### src/sv/rmu_pkg.sv
// Package: shared types and codes for the record marker unblocker.
package rmu_pkg;

   // Framing phase of the byte stream
   typedef enum logic [1:0] {
      PH_LEAD  = 2'd0,
      PH_PAY   = 2'd1,
      PH_TRAIL = 2'd2,
      PH_HALT  = 2'd3
   } phase_type;

   // Result status codes
   typedef enum logic [1:0] {
      ST_DATA     = 2'd0,
      ST_END      = 2'd1,
      ST_MISMATCH = 2'd2,
      ST_TRUNC    = 2'd3
   } status_type;

   // Marker widths in bytes
   localparam logic [3:0] MARKER_BYTES_SHORT = 4'd4;
   localparam logic [3:0] MARKER_BYTES_LONG  = 4'd8;

   // Input word
   typedef struct packed {
      logic [7:0] data_byte;
      logic       end_of_stream;
   } req_word_type;

   // Result word
   typedef struct packed {
      logic [7:0] out_byte;
      logic       record_last;
      status_type status;
   } rsp_word_type;

   // Step result handed from the core to the output register
   typedef struct packed {
      logic         emit;
      rsp_word_type word;
   } step_out_type;

endpackage

### src/sv/rmu_core.sv
// Module: framing state and single-pass per-word step logic.
module rmu_core (
   input  logic                  clock,
   input  logic                  reset,
   input  logic                  fire,
   input  rmu_pkg::req_word_type word,
   input  logic                  marker_size_mode,
   output rmu_pkg::step_out_type step
);

   rmu_pkg::phase_type phase_ff, phase_in;
   logic [2:0]         count_ff, count_in;
   logic [31:0]        assembly_ff, assembly_in;
   logic [30:0]        length_ff, length_in;
   logic [30:0]        remaining_ff, remaining_in;

   // Marker byte assembly
   logic [3:0]  size;
   logic [3:0]  count_next;
   logic [31:0] marker_value;
   logic        marker_done;

   always_comb begin
      size         = marker_size_mode ? rmu_pkg::MARKER_BYTES_LONG
                                      : rmu_pkg::MARKER_BYTES_SHORT;
      marker_value = assembly_ff;
      case (count_ff)
         3'd0: marker_value[7:0]   = word.data_byte;
         3'd1: marker_value[15:8]  = assembly_ff[15:8] | word.data_byte;
         3'd2: marker_value[23:16] = assembly_ff[23:16] | word.data_byte;
         3'd3: marker_value[31:24] = assembly_ff[31:24] | word.data_byte;
         default: marker_value = assembly_ff;
      endcase
      // lane 0 is always empty at count zero; keep the OR form for clarity
      if (count_ff == 3'd0) begin
         marker_value[7:0] = assembly_ff[7:0] | word.data_byte;
      end
      count_next  = {1'b0, count_ff} + 4'd1;
      marker_done = (count_next >= size);
   end

   // Next state and result
   always_comb begin
      phase_in     = phase_ff;
      count_in     = count_ff;
      assembly_in  = assembly_ff;
      length_in    = length_ff;
      remaining_in = remaining_ff;
      step.emit             = 1'b0;
      step.word.out_byte    = 8'd0;
      step.word.record_last = 1'b0;
      step.word.status      = rmu_pkg::ST_DATA;

      if (phase_ff == rmu_pkg::PH_HALT) begin
         step.emit = 1'b0;
      end else if (word.end_of_stream) begin
         step.emit = 1'b1;
         phase_in  = rmu_pkg::PH_HALT;
         if (phase_ff == rmu_pkg::PH_LEAD && count_ff == 3'd0) begin
            step.word.status = rmu_pkg::ST_END;
         end else begin
            step.word.status = rmu_pkg::ST_TRUNC;
         end
      end else begin
         case (phase_ff)
            rmu_pkg::PH_LEAD: begin
               if (!marker_done) begin
                  count_in    = count_next[2:0];
                  assembly_in = marker_value;
               end else begin
                  count_in    = 3'd0;
                  assembly_in = 32'd0;
                  if (marker_value == 32'd0 || marker_value[31]) begin
                     step.emit        = 1'b1;
                     step.word.status = rmu_pkg::ST_END;
                     phase_in         = rmu_pkg::PH_HALT;
                  end else begin
                     length_in    = marker_value[30:0];
                     remaining_in = marker_value[30:0];
                     phase_in     = rmu_pkg::PH_PAY;
                  end
               end
            end
            rmu_pkg::PH_PAY: begin
               step.emit          = 1'b1;
               step.word.out_byte = word.data_byte;
               if (remaining_ff <= 31'd1) begin
                  step.word.record_last = 1'b1;
                  remaining_in = 31'd0;
                  phase_in     = rmu_pkg::PH_TRAIL;
                  count_in     = 3'd0;
                  assembly_in  = 32'd0;
               end else begin
                  remaining_in = remaining_ff - 31'd1;
               end
            end
            rmu_pkg::PH_TRAIL: begin
               if (!marker_done) begin
                  count_in    = count_next[2:0];
                  assembly_in = marker_value;
               end else begin
                  count_in    = 3'd0;
                  assembly_in = 32'd0;
                  if (marker_value != {1'b0, length_ff}) begin
                     step.emit        = 1'b1;
                     step.word.status = rmu_pkg::ST_MISMATCH;
                     phase_in         = rmu_pkg::PH_HALT;
                  end else begin
                     phase_in = rmu_pkg::PH_LEAD;
                  end
               end
            end
            default: begin
               step.emit = 1'b0;
            end
         endcase
      end
   end

   // State registers
   always_ff @(posedge clock) begin
      if (reset) begin
         phase_ff     <= rmu_pkg::PH_LEAD;
         count_ff     <= 3'd0;
         assembly_ff  <= 32'd0;
         length_ff    <= 31'd0;
         remaining_ff <= 31'd0;
      end else if (fire) begin
         phase_ff     <= phase_in;
         count_ff     <= count_in;
         assembly_ff  <= assembly_in;
         length_ff    <= length_in;
         remaining_ff <= remaining_in;
      end
   end

   // Halted block never produces a result
   a_halt_silent: assert property (@(posedge clock) disable iff (reset)
      phase_ff == rmu_pkg::PH_HALT |-> !step.emit)
      else $error("result produced while halted");

   // Any non-data result halts the block
   a_end_halts: assert property (@(posedge clock) disable iff (reset)
      fire && step.emit && step.word.status != rmu_pkg::ST_DATA
      |=> phase_ff == rmu_pkg::PH_HALT)
      else $error("terminal status without halt");

   // Payload phase always has bytes left
   a_pay_nonzero: assert property (@(posedge clock) disable iff (reset)
      phase_ff == rmu_pkg::PH_PAY |-> remaining_ff != 31'd0)
      else $error("payload phase with zero bytes remaining");

endmodule

### src/sv/record_marker_unblocker_unit.sv
// Module: top level of the record marker unblocker.
//
// Strips record framing (leading length marker, payload, trailing marker)
// from a byte stream. Input words arrive on req_valid/req_word and are taken
// when req_stall is low; result words leave on rsp_valid/rsp_word and are
// taken when rsp_stall is low. A word with end_of_stream set carries no byte.
// Marker bytes produce no result; each payload byte produces one, with
// record_last on the final byte. Clean end, marker mismatch and truncation
// each produce one status word, after which the block stays halted.
// Each result passes through the input register, then the result register.
// Throughput: one word per cycle while rsp_stall is low, set by the
// single-pass step logic between those two registers.
// csr_data selects the marker width (0: 4 bytes, 1: 8 bytes); it is written
// when csr_valid and csr_ready are high, and only while no word is held.
// Synchronous reset clears the framing state, the width select and both
// register stages. When rsp_stall holds a result, the held input word waits
// and req_stall rises until the result register frees.
module record_marker_unblocker_unit (
   input  logic                  clock,
   input  logic                  reset,
   input  logic                  req_valid,
   output logic                  req_stall,
   input  rmu_pkg::req_word_type req_word,
   output logic                  rsp_valid,
   input  logic                  rsp_stall,
   output rmu_pkg::rsp_word_type rsp_word,
   input  logic                  csr_valid,
   output logic                  csr_ready,
   input  logic                  csr_data
);

   logic                  s1_valid_ff, s1_valid_in;
   rmu_pkg::req_word_type s1_word_ff;
   logic                  rsp_valid_ff, rsp_valid_in;
   rmu_pkg::rsp_word_type rsp_word_ff;
   logic                  mode_ff;
   logic                  advance;
   logic                  accept;
   rmu_pkg::step_out_type step;

   // Handshake control
   assign advance   = s1_valid_ff && (!rsp_valid_ff || !rsp_stall);
   assign req_stall = s1_valid_ff && !advance;
   assign accept    = req_valid && !req_stall;
   assign csr_ready = !s1_valid_ff;

   always_comb begin
      s1_valid_in = s1_valid_ff;
      if (accept) begin
         s1_valid_in = 1'b1;
      end else if (advance) begin
         s1_valid_in = 1'b0;
      end
      rsp_valid_in = rsp_valid_ff && rsp_stall;
      if (advance) begin
         rsp_valid_in = step.emit;
      end
   end

   rmu_core u_core (
      .clock            (clock),
      .reset            (reset),
      .fire             (advance),
      .word             (s1_word_ff),
      .marker_size_mode (mode_ff),
      .step             (step)
   );

   // Input and result registers
   always_ff @(posedge clock) begin
      if (reset) begin
         s1_valid_ff  <= 1'b0;
         rsp_valid_ff <= 1'b0;
         mode_ff      <= 1'b0;
      end else begin
         s1_valid_ff  <= s1_valid_in;
         rsp_valid_ff <= rsp_valid_in;
         if (csr_valid && csr_ready) begin
            mode_ff <= csr_data;
         end
      end
   end

   always_ff @(posedge clock) begin
      if (accept) begin
         s1_word_ff <= req_word;
      end
      if (advance && step.emit) begin
         rsp_word_ff <= step.word;
      end
   end

   assign rsp_valid = rsp_valid_ff;
   assign rsp_word  = rsp_word_ff;

   // Status words carry no byte and no last flag
   a_status_clean: assert property (@(posedge clock) disable iff (reset)
      rsp_valid_ff && rsp_word_ff.status != rmu_pkg::ST_DATA
      |-> rsp_word_ff.out_byte == 8'd0 && !rsp_word_ff.record_last)
      else $error("status word with payload fields set");

   // A held input word moves on once the result register frees
   a_no_lost_word: assert property (@(posedge clock) disable iff (reset)
      s1_valid_ff && !rsp_valid_ff |-> !req_stall)
      else $error("stall raised with result register empty");

   // Width select only changes with no word in flight
   a_mode_idle: assert property (@(posedge clock) disable iff (reset)
      s1_valid_ff |=> $stable(mode_ff))
      else $error("marker width changed while a word is held");

endmodule
### config.mk
export PLATFORM = sky130hd
export DESIGN_NAME = record_marker_unblocker_unit
export DESIGN_NICKNAME = d
export VERILOG_FILES = /design/src/sv/rmu_pkg.sv /design/src/sv/rmu_core.sv /design/src/sv/record_marker_unblocker_unit.sv
export SDC_FILE = /design/constraint.sdc
export NUM_CORES = 1
export LEC_CHECK = 0
export BUFFER_PORTS_ARGS = -buffer_cell sky130_fd_sc_hd__buf_2
export CORE_ASPECT_RATIO = 1.5
export CORE_UTILIZATION = 53
export DETAILED_ROUTE_END_ITERATION = 12
export PLACE_DENSITY = 0.75
export SLEW_MARGIN = 10
export SYNTH_ARGS = -nofsm -noshare
export SYNTH_HDL_FRONTEND = slang
export SYNTH_SLANG_ARGS = --single-unit
export TNS_END_PERCENT = 20
### constraint.sdc
create_clock -name clock -period 4.95 [get_ports clock]
set_input_delay 0.2475 -clock clock [delete_from_list [all_inputs] [get_ports clock]]
set_output_delay 0.2475 -clock clock [all_outputs]
set_load 0.03 [all_outputs]
==> run metrics <==
slew margin rel. 0.2305; fin. max-slew vios 0; Syn Area/Cell 8.333 sq um; post-synthesis sequential area ratio 0.4004; critical path class reg2reg; Critical Path End u_core.remaining_ff[22]; Worst Path Arrival 4.24 ns; CTS Buffer Depth 2; CTS tree done; WL final about 19000 microns; Mapped Area ~6600 sq um; PD cells 350.6 nW/um^2; CP Capture Type register; Critical Path Source Type register; number of fill cells in the layout ~980; Residual DRC 0; Crit Reg-Reg Startpoint u_core.count_ff[2]; Crit Reg-Reg Endpoint u_core.remaining_ff[22]; Crit Path Max Fanout 25; overall routing resource usage 0.3012; via/cell ratio 6.601; final antenna diode count 0; Main synth FF type dfxtp_1; worst min-delay path class in2reg; Post-Layout Cell Count 962; sequential power share 0.410; initial core utilization 0.5465; DPL Wire Length 13280 microns; CTS H-Tree Depth 4; Core Util, Final 0.6125; met1 global-route usage 0.3444; clk_skew roughly 0.0058 ns; clk sinks 122; MaxCap Viol Count 0; actual slew at the worst max-slew pin 1.152 ns; final hold violation count 0; met2 Track Usage GR 0.5166; post_cts resized 0; final net count around 820; die area roughly 13000 sq um; Critical Path Source u_core.count_ff[2]; TritonRoute pass-1 iters 6; Yosys top cell area share 0.3094; sw frac 0.2627; # rows 49; EDFF count, synth 20; WHS 0.008075 ns; GPL Wtd Cong 0.9201; vias around 6.4k; met3 usage 0.06469; total congestion overflow 0; Leak 2.699 nW; Final TNS setup 0 ns; R2R depth 9; WL/cell 19.91 microns; Final Cycle Share 0.7940; CTS Buf Count 17; hold-critical path depth 1; vias in the first global route 5977; DRT iter0 DRCs between 600 and 700; Core Region 12080 sq um; sw power 0.6813 mW; Hold-fix buffers, CTS 5; Int Power 1.912 mW; Synth Instances 792; area leader, netlist dfxtp_1; Comb pwr share 0.116; layout cell share with drive strength beyond 1 0.1273; final setup vio count 0; main area contributors after synthesis dfxtp_1 31%, edfxtp_1 9.1%, nor2_1 6.7%; worst-skew pair later-pin latency between 0.4 and 0.5 ns; setup repair bufs after CTS 0; global-route wire length before repair 30570 microns; min cycle time layout slightly below 4 ns; root buf cell clkbuf_16; Max Clock Freq 0.2544 GHz; Die Width 93.12 microns; Post-DRT Antenna Nets 0; Yosys warnings 0; Clk pwr share 0.474; Layout area overhead 12.08%; PortBufs 28; placed insts 925; io pins 29; largest net degree at the start of global routing 66; asr flop ratio synth 0; initial antenna violation count 0; synthesized flop and latch total around 120; synth unique cells 67; RSZ-0062 raised after global routing no; clock-pin slew on the worst setup and hold paths roughly 0.06 ns; syn nets around 800; outcome finished clean; Die H 138.7 microns; Worst VDD drop between 0.0002 and 0.00025 V; Required @ worst endpoint 5.26 ns; r2r setup slk 1.02 ns; gr busiest metal met2
[critical path, stage by stage, from the launching register on]
cell,delay [ns]
dfxtp_1,0.76
inv_1,0.16
ha_1,0.33
ha_1,0.29
a21bo_2,0.12
a21oi_1,0.12
nor2_1,0.24
a22o_1,0.69
nand2_1,0.64
o32ai_1,0.46
[Yosys cell counts, types with 16 or more instances]
cell,count
a211oi_1,36
o221ai_1,16
and3b_1,16
nor3_1,16
dfxtp_1,102
nand2_1,55
edfxtp_1,20
inv_1,21
clkbuf_1,49
xnor2_1,16
a21oi_1,80
or2_2,18
nor4_1,17
nor2_1,117
[metal layers]
metal  share of wire  vias up
met5               0        -
met4           0.045        0
met3           0.062       75
met2            0.51      322
met1            0.38     2993
li1                -     2960
[worst min path at each step]
stage	slack, ns	start	end
global route	0.0006	req_word[8]	s1_word_ff[8]
detailed placement	0.43	req_word[1]	s1_word_ff[1]
finish	0.008	req_word[7]	s1_word_ff[7]
global placement	0.43	req_word[0]	s1_word_ff[0]
CTS	0.0008	req_word[3]	s1_word_ff[3]
floorplan	0.35	req_word[0]	s1_word_ff[0]
[registers in the layout, indices dropped and copies added, names as in the netlist]
| signal | count |
|---|---|
| u_core.assembly_ff | 32 |
| mode_ff | 1 |
| s1_valid_ff | 1 |
| u_core.length_ff | 31 |
| u_core.count_ff | 3 |
| s1_word_ff | 9 |
| u_core.phase_ff | 2 |
| u_core.remaining_ff | 31 |
| rsp_valid | 1 |
| rsp_word | 11 |
[area by class of cell]
class                           count  area [sq um]  area share
Clock buffer                       19         432.9     0.05853
Clock inverter                     13         152.6     0.02064
Inverter                           21         78.83     0.01066
Multi-Input combinational cell    593          3649      0.4932
Sequential cell                   122          2643      0.3572
Tap cell                          153         191.4     0.02588
Timing Repair Buffer               41         250.2     0.03383
[per-stage QoR]
step | worst slack (ns) | area [sq um] | power (mW)
final | 1.020 | 7397 | 2.594
after global routing | 0.6744 | 7397 | 2.677
after CTS | 1.115 | 7397 | 2.593
after detailed placement | 1.144 | 6761 | 1.373
after global placement | 1.291 | 6761 | 1.367
after floorplan | 1.997 | 6600 | 1.285
[cell usage in the layout, fill, tap and decap left out, drive strengths merged, types with 14 or more instances in the layout]
cell type  synthesis  layout
nor2             118     118
dfxtp            102     102
a21oi             80      80
nand2             55      55
a211oi            36      36
buf                7      36
o21ai             28      28
inv               21      21
nor4              21      21
edfxtp            20      20
or2               19      19
clkbuf            49      19
nor3              17      17
xnor2             16      16
and3b             16      16
o221ai            16      16
a31oi             14      14
or4               14      14
o211ai            14      14
[cell families (layout without fill, tap and decap cells)]
group | count (synthesis) | in the layout | synth area share
DFF | 122 | 122 | 0.4004
xor gates and xnor gates | 20 | 20 | 0.02654
adders and majority gates | 13 | 13 | 0.02465
buffers and inverters | 77 | 94 | 0.04739
and+or+nand+nor | 310 | 310 | 0.2425
AOI/OAI and AO/OA | 249 | 249 | 0.2569
muxes | 1 | 1 | 0.001706
[power groups by stage]
stage	Combinational, mW	Clock (mW)	Sequential, mW
global placement	0.287	0	1.08
CTS	0.296	1.24	1.06
finish	0.302	1.23	1.06
detailed placement	0.291	0	1.08
global route	0.325	1.29	1.06
floorplan	0.211	0	1.07
(Power assumes the default switching activity.)
